==> config.mk <==
export PLATFORM = sky130hd
export DESIGN_NAME = rlbs_ctrl
export DESIGN_NICKNAME = d
export VERILOG_FILES = /design/src/design/rlbs_pkg.sv /design/src/design/rlbs_ctrl.sv
export VERILOG_INCLUDE_DIRS = /design/src /design/src/design
export SDC_FILE = /design/constraint.sdc
export NUM_CORES = 1
export LEC_CHECK = 0
export BUFFER_PORTS_ARGS = -buffer_cell sky130_fd_sc_hd__buf_2
export CAP_MARGIN = 15
export CORE_MARGIN = 10
export CORE_UTILIZATION = 50
export DETAILED_ROUTE_END_ITERATION = 12
export PLACE_DENSITY_LB_ADDON = 0.05
export SLEW_MARGIN = 20
export SYNTH_ARGS = -nofsm -noshare
export SYNTH_HDL_FRONTEND = slang
export SYNTH_SLANG_ARGS = --single-unit
==> constraint.sdc <==
create_clock -name clk_i -period 4.3 [get_ports clk_i]
set_input_delay 0.215 -clock clk_i [delete_from_list [all_inputs] [get_ports clk_i]]
set_output_delay 0.215 -clock clk_i [all_outputs]
set_load 0.02 [all_outputs]
==> src/design/run_length_bwt_backward_step_defines.svh <==
// Assertion macros used by the backward-step sequencer (rlbs_ctrl).
// Depends on clk_i and rst_ni being visible where a macro is used.
`ifndef RUN_LENGTH_BWT_BACKWARD_STEP_DEFINES_SVH
`define RUN_LENGTH_BWT_BACKWARD_STEP_DEFINES_SVH

// The antecedent implies the consequent in the same cycle.
`define RLBS_ASSERT_IMP(lbl, ante, cons) \
  lbl: assert property (@(posedge clk_i) disable iff (!rst_ni) (ante) |-> (cons)) \
    else $error("rlbs assertion failed");

// The antecedent implies the consequent in the next cycle.
`define RLBS_ASSERT_NXT(lbl, ante, cons) \
  lbl: assert property (@(posedge clk_i) disable iff (!rst_ni) (ante) |=> (cons)) \
    else $error("rlbs assertion failed");

`endif

==> src/design/rlbs_pkg.sv <==
// Shared constants, codes and controller/datapath interface types for the
// run-length BWT backward step. No dependencies.
`default_nettype none

package rlbs_pkg;

  localparam int NUM_CONTEXTS = 256;
  localparam int MAX_PREDS    = 16;
  localparam int MAX_RUNS     = 256;
  localparam int POS_WIDTH    = 24;

  localparam int CW   = $clog2(NUM_CONTEXTS);
  localparam int PW   = $clog2(MAX_PREDS);
  localparam int RW   = $clog2(MAX_RUNS);
  localparam int KW   = $clog2(MAX_PREDS + 1);
  localparam int JW   = $clog2(MAX_RUNS + 1);
  localparam int TOTW = RW + 8;
  localparam int AW   = ((POS_WIDTH > TOTW) ? POS_WIDTH : TOTW) + 2;

  localparam int PRED_DW = 8 + POS_WIDTH;
  localparam int RUN_DW  = 8 + 4;
  localparam int CNT_DW  = KW + JW;

  localparam logic [AW-1:0] POS_MASK = AW'((64'd1 << POS_WIDTH) - 64'd1);

  typedef enum logic [2:0] {
    CMD_WR_PRED  = 3'd0,
    CMD_WR_RUN   = 3'd1,
    CMD_SET_LEN  = 3'd2,
    CMD_INTERVAL = 3'd3,
    CMD_POSITION = 3'd4,
    CMD_SIZE     = 3'd5
  } cmd_e;

  typedef enum logic [2:0] {
    ST_OK        = 3'd0,
    ST_NOT_FOUND = 3'd1,
    ST_PAST_END  = 3'd2,
    ST_REVERSED  = 3'd3,
    ST_OVERFLOW  = 3'd4
  } status_e;

  typedef enum logic [2:0] {
    RES_NF   = 3'd0,
    RES_PAST = 3'd1,
    RES_REV  = 3'd2,
    RES_SIZE = 3'd3,
    RES_INT  = 3'd4,
    RES_POS  = 3'd5
  } res_e;

  // Commands from the controller to the datapath.
  typedef struct packed {
    logic capture;
    logic cnt_load;
    logic walk_reset;
    logic tot_add;
    logic k_clr;
    logic k_inc;
    logic k_from_idx;
    logic found;
    logic pbase;
    logic pos_adv;
    logic walk_adv;
    logic phase_a;
    logic fin;
    res_e res_sel;
  } ctrl_cmd_t;

  // Status from the datapath to the controller.
  typedef struct packed {
    logic is_size;
    logic is_int;
    logic j_lt_rc;
    logic k_lt_pc;
    logic sym_hit;
    logic lo_gt_tot;
    logic hi_lt_lo;
    logic hi_gt_tot;
    logic rc_zero;
    logic pos_adv;
    logic walk_adv;
    logic idx_ge_pc;
    logic tgt_hi;
    logic out_free;
  } dp_status_t;

endpackage

`default_nettype wire

==> src/design/rlbs_ctrl.sv <==
// Sequencing state machine of the backward step.
// Depends on rlbs_pkg and the shared assertion macros.
`default_nettype none
`include "run_length_bwt_backward_step_defines.svh"

module rlbs_ctrl (
  input  wire logic                 clk_i,
  input  wire logic                 rst_ni,
  input  wire logic                 in_valid_i,
  input  wire logic [2:0]           command_i,
  input  wire rlbs_pkg::dp_status_t st_i,
  output logic                      in_ready_o,
  output rlbs_pkg::ctrl_cmd_t       cmd_o
);
  import rlbs_pkg::*;

  typedef enum logic [6:0] {
    S_IDLE  = 7'b0000001,
    S_CNT   = 7'b0000010,
    S_TOT   = 7'b0000100,
    S_SRCH  = 7'b0001000,
    S_PSCN  = 7'b0010000,
    S_PBASE = 7'b0100000,
    S_WALK  = 7'b1000000
  } state_e;

  state_e state_q, state_d;
  logic   is_query;

  assign in_ready_o = (state_q == S_IDLE);
  assign is_query   = (command_i == CMD_INTERVAL) || (command_i == CMD_POSITION) ||
                      (command_i == CMD_SIZE);

  // Next state and datapath commands.
  always_comb begin
    state_d = state_q;
    cmd_o   = '0;
    unique case (state_q)
      S_IDLE: begin
        if (in_valid_i) begin
          cmd_o.capture = 1'b1;
          if (is_query) state_d = S_CNT;
        end
      end
      S_CNT: begin
        cmd_o.cnt_load = 1'b1;
        state_d        = S_TOT;
      end
      S_TOT: begin
        if (st_i.j_lt_rc) begin
          cmd_o.tot_add = 1'b1;
        end else if (st_i.is_size) begin
          if (st_i.out_free) begin
            cmd_o.fin     = 1'b1;
            cmd_o.res_sel = RES_SIZE;
            state_d       = S_IDLE;
          end
        end else if (st_i.is_int) begin
          cmd_o.walk_reset = 1'b1;
          cmd_o.k_clr      = 1'b1;
          state_d          = S_SRCH;
        end else begin
          cmd_o.walk_reset = 1'b1;
          state_d          = S_PSCN;
        end
      end
      S_SRCH: begin
        if (!st_i.k_lt_pc || (st_i.sym_hit &&
            (st_i.lo_gt_tot || st_i.hi_lt_lo || st_i.hi_gt_tot))) begin
          // Error outcomes, checked in the order the interface defines.
          if (st_i.out_free) begin
            cmd_o.fin = 1'b1;
            priority if (!st_i.k_lt_pc) cmd_o.res_sel = RES_NF;
            else if (st_i.lo_gt_tot)    cmd_o.res_sel = RES_PAST;
            else if (st_i.hi_lt_lo)     cmd_o.res_sel = RES_REV;
            else                        cmd_o.res_sel = RES_PAST;
            state_d = S_IDLE;
          end
        end else if (st_i.sym_hit) begin
          cmd_o.found = 1'b1;
          state_d     = S_WALK;
        end else begin
          cmd_o.k_inc = 1'b1;
        end
      end
      S_PSCN: begin
        if (st_i.rc_zero || st_i.lo_gt_tot) begin
          if (st_i.out_free) begin
            cmd_o.fin     = 1'b1;
            cmd_o.res_sel = RES_PAST;
            state_d       = S_IDLE;
          end
        end else if (st_i.pos_adv) begin
          cmd_o.pos_adv = 1'b1;
        end else if (st_i.idx_ge_pc) begin
          if (st_i.out_free) begin
            cmd_o.fin     = 1'b1;
            cmd_o.res_sel = RES_NF;
            state_d       = S_IDLE;
          end
        end else begin
          cmd_o.k_from_idx = 1'b1;
          cmd_o.walk_reset = 1'b1;
          state_d          = S_PBASE;
        end
      end
      S_PBASE: begin
        cmd_o.pbase = 1'b1;
        state_d     = S_WALK;
      end
      S_WALK: begin
        if (st_i.walk_adv) begin
          cmd_o.walk_adv = 1'b1;
        end else if (st_i.is_int && !st_i.tgt_hi) begin
          cmd_o.phase_a = 1'b1;
        end else if (st_i.out_free) begin
          cmd_o.fin     = 1'b1;
          cmd_o.res_sel = st_i.is_int ? RES_INT : RES_POS;
          state_d       = S_IDLE;
        end
      end
      default: state_d = S_IDLE;
    endcase
  end

  always_ff @(posedge clk_i or negedge rst_ni) begin
    if (!rst_ni) begin
      state_q <= S_IDLE;
    end else begin
      state_q <= state_d;
    end
  end

  // A result is only produced when the output register can take it.
  `RLBS_ASSERT_IMP(a_fin_free, cmd_o.fin, st_i.out_free)
  // Finishing an item always returns the sequencer to idle.
  `RLBS_ASSERT_NXT(a_fin_idle, cmd_o.fin, state_q == S_IDLE)
  // An accepted query starts by reading the list lengths.
  `RLBS_ASSERT_NXT(a_query_cnt, in_valid_i && in_ready_o && is_query, state_q == S_CNT)

endmodule

`default_nettype wire

==> metrics.md, run 1 <==
| Metric | Value |
|---|---|
| Port bufs | `36` |
| DRC violations left | `0` |
| Worst r2r src | `state_q[1]` |
| Die height | `61.2 microns` |
| Wire length per cell | `15.9 microns` |
| Starting Density | `54.4%` |
| Inserted Diodes | `0` |
| Met1 global-route usage | `17.2%` |
| # rows | `14` |
| Max-slew violations | `0` |
| Synthesized net count | `125` |
| Post-CTS Resized | `0` |
| Most frequent cells in the layout | `36 x buf_2, 8 x nor2_1` |
| Vias post-DR | `945` |
| GR Util met3 | `3.09%` |
| Hold Path Class | `input port to register` |
| FF+latch count, synth | `7` |
| Number of flops mapped to enable cells by yosys | `0` |
| WS Path Type | `register to output port` |
| Worst setup margin | `2.01 ns` |
| Area grow syn2layout | `26.3%` |
| Final Wtd Congestion | `0.849` |
| Setup TNS | `0 ns` |
| DRT antenna net count | `0` |
| Finished Core Util | `68.7%` |
| Starting DRT DRC Count | `34` |
| Req. time, crit path | `4.09 ns` |
| Finish-stage setup viols | `0` |
| CTS tree | `yes` |
| Worst Tran Pin Value | `0.519 ns` |
| Global-route wire length before repair | `3880 microns` |
| Synth Warn # | `0` |
| CORE AREA | `1560 sq um` |
| Pint | `0.000232 W` |
| Commonest non-fill, non-tap cell in the layout | `buf_2` |
| H-tree Lvls | `1` |
| Post-Syn Area | `848 sq um` |
| Max-Cap Viols | `0` |
| Dpl cells | `154` |
| Hold WS | `0.186 ns` |
| Top-Level Pins | `37` |
| CTS Buffer Depth | `2` |
| Pleak | `0.546 nW` |
| Die footprint | `3740 sq um` |
| GR peak layer | `met2` |
| Switching Share | `44.5%` |
| Number of vias per cell | `5.94` |
| Global route total overflow | `0` |
| Cell Count, Final, Fillers Out | `159` |
| Vias in the first global route | `899` |
| Hold path startpoint | `st_i[4]` |
| Largest register FFs | `7` |
| CP arrival | `2.08 ns` |
| Mapped Avg Cell Area | `8.08 sq um` |
| Top reg by flops | `state_q` |
| Clock insertion delay at the later pin of the skew report | `0.25 ns` |
| Period utilization | `53.3%` |
| Worst slack at placement | `2.27 ns` |
| Clock power share | `14.2%` |
| Setup bufs post-CTS | `0` |
| Die width | `61.2 microns` |
| Cells after synthesis | `105` |
| Sequential share of power | `25.9%` |
| Max Freq | `437 MHz` |
| RSZ-0062 raised after global routing | `false` |
| Max-slew headroom | `65.1%` |
| Total Wirelength | `2530 microns` |
| Seq/Total Area, Yosys | `20.8%` |
| CP startpoint | `state_q[1]` |
| Number of clock buffers inserted by TritonCTS | `3` |
| HPWL after DPL | `2060 microns` |
| Startpoint types | `register` |
| Primary FF master, synth | `dfrtp_1` |
| M2 GR Usage | `21.2%` |
| Ratio of cells with drive above 1 in the final layout | `36.4%` |
| Root buf cell | `clkbuf_4` |
| Initial antenna violation count | `0` |
| VDD IR max | `0.339 mV` |
| Total GRT Usage | `13.9%` |
| Cts hold-fix bufs | `1` |
| Gate power share | `59.9%` |
| Clock transition at path regs | `0.05 ns` |
| Sw power | `0.000186 W` |
| Final Hold Viols | `0` |
| Setup Skew | `0.00112 ns` |
| Largest net degree at the start of global routing | `9` |
| PwrDens | `389 nW/um^2` |
| Largest regs | `state_q: 7 flops` |
| Sink Count | `7` |
| # nets final | `164` |
| Outcome | `completed` |
| Drt first pass iters | `4` |
| Netlist cell types | `43` |
| Crit path max fanout | `7` |
| Crit path capture type | `output port` |
| Asr flop ratio synth | `100%` |
| Post-route minimum period | `2.29 ns` |
[cells by family after synthesis]
group | after synthesis | synth area share, %
compound gates | 31 | 28.9
mux | 1 | 1.18
simple gates | 58 | 44.7
flops | 7 | 20.8
buf+inv | 7 | 3.39
xor+xnor | 1 | 1.03
[per-layer routing]
metal | wire length (microns) | up-vias | share of wire, %
li1 | - | 467 | -
met1 | 1140 | 432 | 45
met2 | 1100 | 42 | 44
met3 | 237 | 4 | 9.4
met4 | 48 | 0 | 1.9
met5 | 0 | - | 0
[worst paths after layout]
kind | end | slack (ns) | depth (start not counted)
min in group asynchronous | state_q[4] | 0.32 | 2
worst min register to register | state_q[0] | 0.62 | 2
max in group asynchronous | state_q[0] | 3.76 | 2
worst max register to register | state_q[4] | 2.45 | 6
worst max-delay path | cmd_o[0] | 2.01 | 6
worst min-delay path | state_q[5] | 0.19 | 2
[stage by stage]
stage / total power [W] / cell area (sq um)
finish: 0.000417 / 1070
global route: 0.000455 / 1070
CTS: 0.000419 / 1070
detailed placement: 0.000357 / 1030
global placement: 0.000351 / 1030
floorplan: 0.000292 / 848
[area by class of cell]
class | instances | area, sq um
multi-input cells | 91 | 643
fillers | 147 | 488
repair buffers | 37 | 190
flip-flops and latches | 7 | 176
clock buffers | 4 | 26.3
well taps | 16 | 20.0
inverters | 4 | 15.0
[synthesized netlist by cell type, types with 3 or more instances]
master / number / area (sq um)
a211o_1: 3 / 26.3
a21o_1: 3 / 22.5
a21oi_1: 6 / 30.0
and2_1: 6 / 37.5
and3_1: 6 / 37.5
dfrtp_1: 6 / 150
inv_1: 4 / 15.0
nand2_1: 6 / 22.5
nand3b_1: 4 / 30.0
nor2_1: 8 / 30.0
nor2b_1: 5 / 31.3
nor3_1: 3 / 15.0
o21ai_0: 4 / 20.0
[critical path, stage by stage (launching register included)]
cell and delay [ns]:
dfrtp_1 0.42, or3_4 0.43, nor3_4 0.24, nand2_1 0.20, o221ai_1 0.23, o21a_1 0.15, buf_2 0.16
[power groups by stage]
stage	Clock (W)	Combinational, W	Sequential [W]
after global placement	0	0.000243	0.000108
after global routing	0.0000665	0.000278	0.000111
after floorplan	0	0.000189	0.000103
after CTS	0.0000619	0.000250	0.000107
final	0.0000591	0.000250	0.000108
after detailed placement	0	0.000248	0.000108
Note: power is estimated with default switching activity, not from simulation.
==> run 2, diff against run 1 <==
- CORE_UTILIZATION: 50 -> 42
- clock period: 4.3 -> 2.1 ns (I/O delays scaled with it)
==> run 2 against run 1 <==
Compared with the run above: register-to-register slack worse by 2.3 ns; via count rose by 3.8%; worst setup slack worse by 1.9 ns; critical path type unchanged.
==> metrics.md, run 2 (synthesis gave the netlist of run 1 again) <==
| Metric | Value |
|---|---|
| Crit path max fanout | `4 (-3)` |
| Flop2flop setup slack | `0.20 ns (-2.25 ns)` |
| Pint | `0.000563 W (+140%)` |
| Max-slew headroom | `68.3% (+3.2 points)` |
| HPWL after DPL | `2090 microns (+1.6%)` |
| Largest regs | `state_q: 7 flops` |
| Worst Tran Pin Value | `0.471 ns (-0.0474 ns)` |
| Outcome | `completed` |
| Largest register FFs | `7 (unchanged)` |
| Hold Path Class | `input port to register` |
| Starting DRT DRC Count | `24 (-29%)` |
| Worst r2r src | `state_q[1]` |
| Req. time, crit path | `2.00 ns (-2.09 ns)` |
| Cell Count, Final, Fillers Out | `178 (+12%)` |
| Clock insertion delay at the later pin of the skew report | `0.25 ns (about the same)` |
| Pleak | `0.603 nW (+10%)` |
| Number of clock buffers inserted by TritonCTS | `3 (unchanged)` |
| Hold Path End | `state_q[5]` |
| DRT antenna net count | `0 (unchanged)` |
| CTS tree | `yes` |
| Dpl cells | `166 (+7.8%)` |
| Switching Share | `43.1% (-1.4 points)` |
| Multi-input logic area | `686 sq um (+6.6%)` |
| Root buf cell | `clkbuf_4` |
| VDD IR max | `0.655 mV (+93%)` |
| Initial antenna violation count | `0 (unchanged)` |
| RR Endpoint | `state_q[3]` |
| Vias in the first global route | `1017 (+13%)` |
| Most frequent cells in the layout | `35 x buf_2, 9 x buf_4, 6 x nor2_1, 6 x and3_1, 6 x a21oi_1` |
| Die height | `64.9 microns (+6.1%)` |
| Global route total overflow | `0 (unchanged)` |
| Largest net degree at the start of global routing | `9 (unchanged)` |
| Vias post-DR | `981 (+3.8%)` |
| WHS Path Cells | `2 (unchanged)` |
| Port bufs | `36 (unchanged)` |
| Hold path startpoint | `st_i[4]` |
| Drt first pass iters | `4 (unchanged)` |
| CTS Buffer Depth | `2 (unchanged)` |
| Setup Skew | `0.00330 ns (+0.00218 ns)` |
| Inserted Diodes | `0 (unchanged)` |
| Crit path capture type | `output port` |
| Starting Density | `43.7% (-11 points)` |
| Final Hold Viols | `0 (unchanged)` |
| DRC violations left | `0 (unchanged)` |
| Die width | `64.9 microns (+6.1%)` |
| Post-route minimum period | `2.02 ns` |
| PwrDens | `828 nW/um^2 (+110%)` |
| CP arrival | `1.92 ns (-0.16 ns)` |
| Top-Level Pins | `37 (unchanged)` |
| # rows | `16 (+2)` |
| Number of vias per cell | `5.51 (-7.3%)` |
| Sequential share of power | `23.0% (-2.9 points)` |
| Sink Count | `7 (unchanged)` |
| Sw power | `0.000426 W (+130%)` |
| Startpoint types | `register` |
| Finish-stage setup viols | `0 (unchanged)` |
| Reg area | `180 sq um (+2.1%)` |
| Gate power share | `64.6% (+4.7 points)` |
| Period utilization | `96.2%` |
| Ratio of cells with drive above 1 in the final layout | `47.0% (+11 points)` |
| H-tree Lvls | `1 (unchanged)` |
| Max-Cap Viols | `0 (unchanged)` |
| Total GRT Usage | `13.0% (-0.90 points)` |
| RSZ-0062 raised after global routing | `true` |
| Worst Reg-to-Reg Cells | `8 (+2)` |
| Die footprint | `4220 sq um (+13%)` |
| CORE AREA | `1940 sq um (+25%)` |
| Global-route wire length before repair | `4560 microns (+17%)` |
| Commonest non-fill, non-tap cell in the layout | `buf_2` |
| Clock transition at path regs | `0.05 ns (about the same)` |
| Fillers | `197 (+34%)` |
| Area grow syn2layout | `40.9%` |
| # nets final | `172 (+4.9%)` |
| Max Freq | `495 MHz` |
| Final Wtd Congestion | `0.786 (-7.4%)` |
| Total Wirelength | `2760 microns (+9.1%)` |
| Top reg by flops | `state_q` |
| WS Path Type | `register to output port` |
| Setup TNS | `0 ns (unchanged)` |
| Max-slew violations | `0 (unchanged)` |
| Clock power share | `12.4% (-1.8 points)` |
| Wire length per cell | `15.5 microns (-2.5%)` |
## run 2: what timing repair did
action                                 4_1_cts  5_1_grt
hold buffers                                 1        0
pin swaps                                    3        2
setup endpoints to repair                    5       10
resized for setup                            5        9
buffers inserted                             6        1
endpoints found under the hold margin        7        0
## run 2: area by class of cell
class / instances / area share (%)
Clock buffer: 3 / 1.88
Clock inverter: 1 / 0.419
Inverter: 4 / 1.26
Multi-Input combinational cell: 91 / 57.4
Sequential cell: 7 / 15.1
Tap cell: 27 / 2.83
Timing Repair Buffer: 45 / 21.2
## run 2: worst max-delay path, stage by stage (launching register included)
cell and delay (ns):
dfrtp_2 0.41, or3_4 0.43, nor3_4 0.19, nand3b_1 0.16, o221ai_1 0.20, o21a_1 0.15
buf_4 0.13
## run 2: worst max path at each step
stage          slack, ns  cells after the start   endpoint        from
2_1_floorplan       0.16                      5  cmd_o[13]  state_q[1]
5_1_grt            -0.04                      6   cmd_o[0]  state_q[1]
3_3_place_gp        0.23                      6   cmd_o[0]  state_q[1]
3_5_place_dp        0.22                      6   cmd_o[0]  state_q[1]
6_report            0.08                      6   cmd_o[0]  state_q[1]
4_1_cts             0.01                      6   cmd_o[0]  state_q[1]
## run 2: routing by layer
metal  share of wire [%]  GRT usage [%]  wire, microns  vias up
met5                   0              0              0        -
met4                 1.2           5.08             34        0
met3                 6.3           3.44            173        4
met2                  48           20.8           1320       37
met1                  44           16.0           1230      452
li1                    -              -              -      488
## run 2: per-stage QoR
stage               cell area (sq um)  setup slack, ns  util, %  hold WS, ns  total power (W)
global placement                 1060            0.228     54.4      -0.0613         0.000737
floorplan                         848            0.163        -       -0.191         0.000597
finish                           1190           0.0795     61.5       0.0718         0.000989
global route                     1190          -0.0374     61.5       0.0746          0.00107
CTS                              1150           0.0129     59.5       0.0699         0.000943
detailed placement               1060            0.216     54.4      -0.0555         0.000738
## run 2: power groups by stage
stage,registers [W],clock network [W],logic [W]
after CTS,0.000224,0.000126,0.000592
final,0.000228,0.000122,0.000639
after detailed placement,0.000226,0,0.000512
after global placement,0.000225,0,0.000513
after floorplan,0.000211,0,0.000386
after global routing,0.000232,0.000133,0.000701
==> run 3, diff against run 2 <==
- GPL_TIMING_DRIVEN: default -> 0
==> run 3 against run 2 <==
Compared with the run above: clock skew rose by 0.0068 ns; first-iteration DRC count is 120% higher; highest routed layer unchanged; clock power hardly changed; largest cell class unchanged; critical endpoint is now cmd_o[8].
==> metrics.md, run 3 (synthesis gave the netlist of run 1 again) <==
| Metric | Value |
|---|---|
| Fillers | `196 (-0.51%)` |
| # nets final | `171 (-0.58%)` |
| DRC violations left | `0 (unchanged)` |
| Final Hold Viols | `0 (unchanged)` |
| HPWL after DPL | `2080 microns (-0.76%)` |
| Sw power | `0.000402 W (-5.6%)` |
| Total Wirelength | `2580 microns (-6.3%)` |
| Die height | `64.9 microns (unchanged)` |
| Period utilization | `97.2% (+1.0 points)` |
| # rows | `16 (unchanged)` |
| Clock transition at path regs | `0.05 ns (about the same)` |
| Sequential share of power | `23.9% (+0.9 points)` |
| Largest net degree at the start of global routing | `9 (unchanged)` |
| CP arrival | `1.94 ns (+0.02 ns)` |
| Top-Level Pins | `37 (unchanged)` |
| Gate power share | `63.0% (-1.6 points)` |
| Max-slew violations | `0 (unchanged)` |
| Drt first pass iters | `4 (unchanged)` |
| Vias in the first global route | `990 (-2.7%)` |
| Largest regs | `state_q: 7 flops` |
| Max Freq | `490 MHz (-1.0%)` |
| CP peak stage delay | `0.46 ns (+0.03 ns)` |
| Die footprint | `4220 sq um (unchanged)` |
| DRT antenna net count | `0 (unchanged)` |
| Final Wtd Congestion | `0.863 (+9.8%)` |
| Commonest non-fill, non-tap cell in the layout | `buf_2` |
| Crit path max fanout | `4 (unchanged)` |
| Sink Count | `7 (unchanged)` |
| Total GRT Usage | `12.0% (-0.96 points)` |
| Area grow syn2layout | `37.6%` |
| Clock insertion delay at the later pin of the skew report | `0.25 ns (about the same)` |
| Worst Tran Pin Value | `0.484 ns (+0.0128 ns)` |
| Startpoint types | `register` |
| Inserted Diodes | `0 (unchanged)` |
| Number of clock buffers inserted by TritonCTS | `3 (unchanged)` |
| Hold Path Class | `input port to register` |
| Largest register FFs | `7 (unchanged)` |
| Reg area | `176 sq um (-2.1%)` |
| PwrDens | `794 nW/um^2 (-4.0%)` |
| CTS Buffer Depth | `2 (unchanged)` |
| Initial antenna violation count | `0 (unchanged)` |
| Crit path capture type | `output port` |
| Pleak | `0.591 nW (-2.0%)` |
| Vias post-DR | `965 (-1.6%)` |
| Total power | `0.000927 W (-6.3%)` |
| WS Path Type | `register to output port` |
| Top reg by flops | `state_q` |
| Root buf cell | `clkbuf_4` |
| Crit path max-delay family | `simple AND/OR/NAND/NOR gates` |
| Ratio of cells with drive above 1 in the final layout | `42.7% (-4.4 points)` |
| Critical path, cell by cell | `or3_4 -> or3_1 -> nor3_1 -> buf_2` |
| Die width | `64.9 microns (unchanged)` |
| Number of vias per cell | `5.45 (-1.1%)` |
| Starting Density | `43.7% (unchanged)` |
| Multi-input logic area | `676 sq um (-1.5%)` |
| Slowest-stage cell, CP | `or3_1` |
| RSZ-0062 raised after global routing | `true` |
| CTS tree | `yes` |
| CORE AREA | `1940 sq um (unchanged)` |
| Global route total overflow | `0 (unchanged)` |
| Post-route minimum period | `2.04 ns (+0.0209 ns)` |
| Area after DPL | `1060 sq um (+0.59%)` |
| Setup TNS | `0 ns (unchanged)` |
| Max-Cap Viols | `0 (unchanged)` |
| Switching Share | `43.4% (+0.29 points)` |
| Finish-stage setup viols | `0 (unchanged)` |
| Starting DRT DRC Count | `53 (+120%)` |
| WP buf/inv | `1 (unchanged)` |
| Req. time, crit path | `2.00 ns (about the same)` |
| H-tree Lvls | `1 (unchanged)` |
| Pint | `0.000525 W (-6.7%)` |
| Setup Skew | `0.0101 ns (+0.00683 ns)` |
| Global-route wire length before repair | `4230 microns (-7.3%)` |
| Max-slew headroom | `67.4% (-0.86 points)` |
| Wire length per cell | `14.6 microns (-5.8%)` |
| Outcome | `completed` |
| VDD IR max | `0.818 mV (+25%)` |
| Worst setup margin | `0.0585 ns (-0.0209 ns)` |
| Most frequent cells in the layout | `37 x buf_2, 7 x nor2_1, 6 x and3_1, 6 x a21oi_1, 6 x dfrtp_1` |
| Clock power share | `13.1% (+0.7 points)` |
| Design area | `1170 sq um (-2.3%)` |
| Port bufs | `36 (unchanged)` |
| Worst slack at placement | `0.161 ns (-0.0547 ns)` |
run 3: worst paths after layout:
path | from | to | slack, ns | depth (start not counted)
worst min-delay path | st_i[4] | state_q[5] | 0.07 | 2
worst max-delay path | state_q[1] | cmd_o[8] | 0.06 | 4
worst max register to register | state_q[0] | state_q[4] | 0.22 | 7
min in group asynchronous | rst_ni | state_q[5] | 0.20 | 2
worst min register to register | state_q[0] | state_q[0] | 0.59 | 2
max in group asynchronous | rst_ni | state_q[0] | 1.68 | 2
run 3: area by class of cell:
cell class / instances / area share (%)
clock buffer: 4 / 2.25
multi-input combinational: 91 / 57.9
buffer: 3 / 1.18
sequential: 7 / 15.1
inverter: 4 / 1.29
timing repair buffer: 41 / 19.4
tap: 27 / 2.89
run 3: worst register-to-register path: stages, from the launching register on:
cell	delay, ns
dfstp_2	0.60
or3_4	0.19
nor3_4	0.05
buf_4	0.16
a21boi_2	0.15
a211oi_2	0.27
o21a_1	0.24
a21o_1	0.13
run 3: power by group through the flow:
stage / registers (W) / logic [W] / clock network, W
global placement: 0.000223 / 0.000504 / 0
finish: 0.000222 / 0.000584 / 0.000121
CTS: 0.000225 / 0.000564 / 0.000125
global route: 0.000226 / 0.000636 / 0.000133
floorplan: 0.000211 / 0.000386 / 0
detailed placement: 0.000225 / 0.000510 / 0
run 3: stage by stage:
stage | utilization (%) | cells | hold slack (ns)
3_3_place_gp | 54.7 | 168 | -0.0622
4_1_cts | 58.2 | 175 | 0.0696
2_1_floorplan | - | 105 | -0.191
5_1_grt | 60.1 | 177 | 0.0762
6_report | 60.1 | 177 | 0.0707
3_5_place_dp | 54.7 | 168 | -0.0616
run 3: metal layers:
metal | vias up | wire length, microns | GRT usage, %
met5 | - | 0 | 0
met4 | 0 | 23 | 3.74
met3 | 4 | 95 | 3.09
met2 | 29 | 1200 | 19.6
met1 | 452 | 1270 | 15.0
li1 | 480 | - | -
run 3: repair_timing:
item	CTS	global route
resized for setup	3	7
buffers inserted	2	2
hold endpoints to repair	7	0
hold buffers	1	0
endpoints found under the setup margin	5	9
pin swaps	1	5
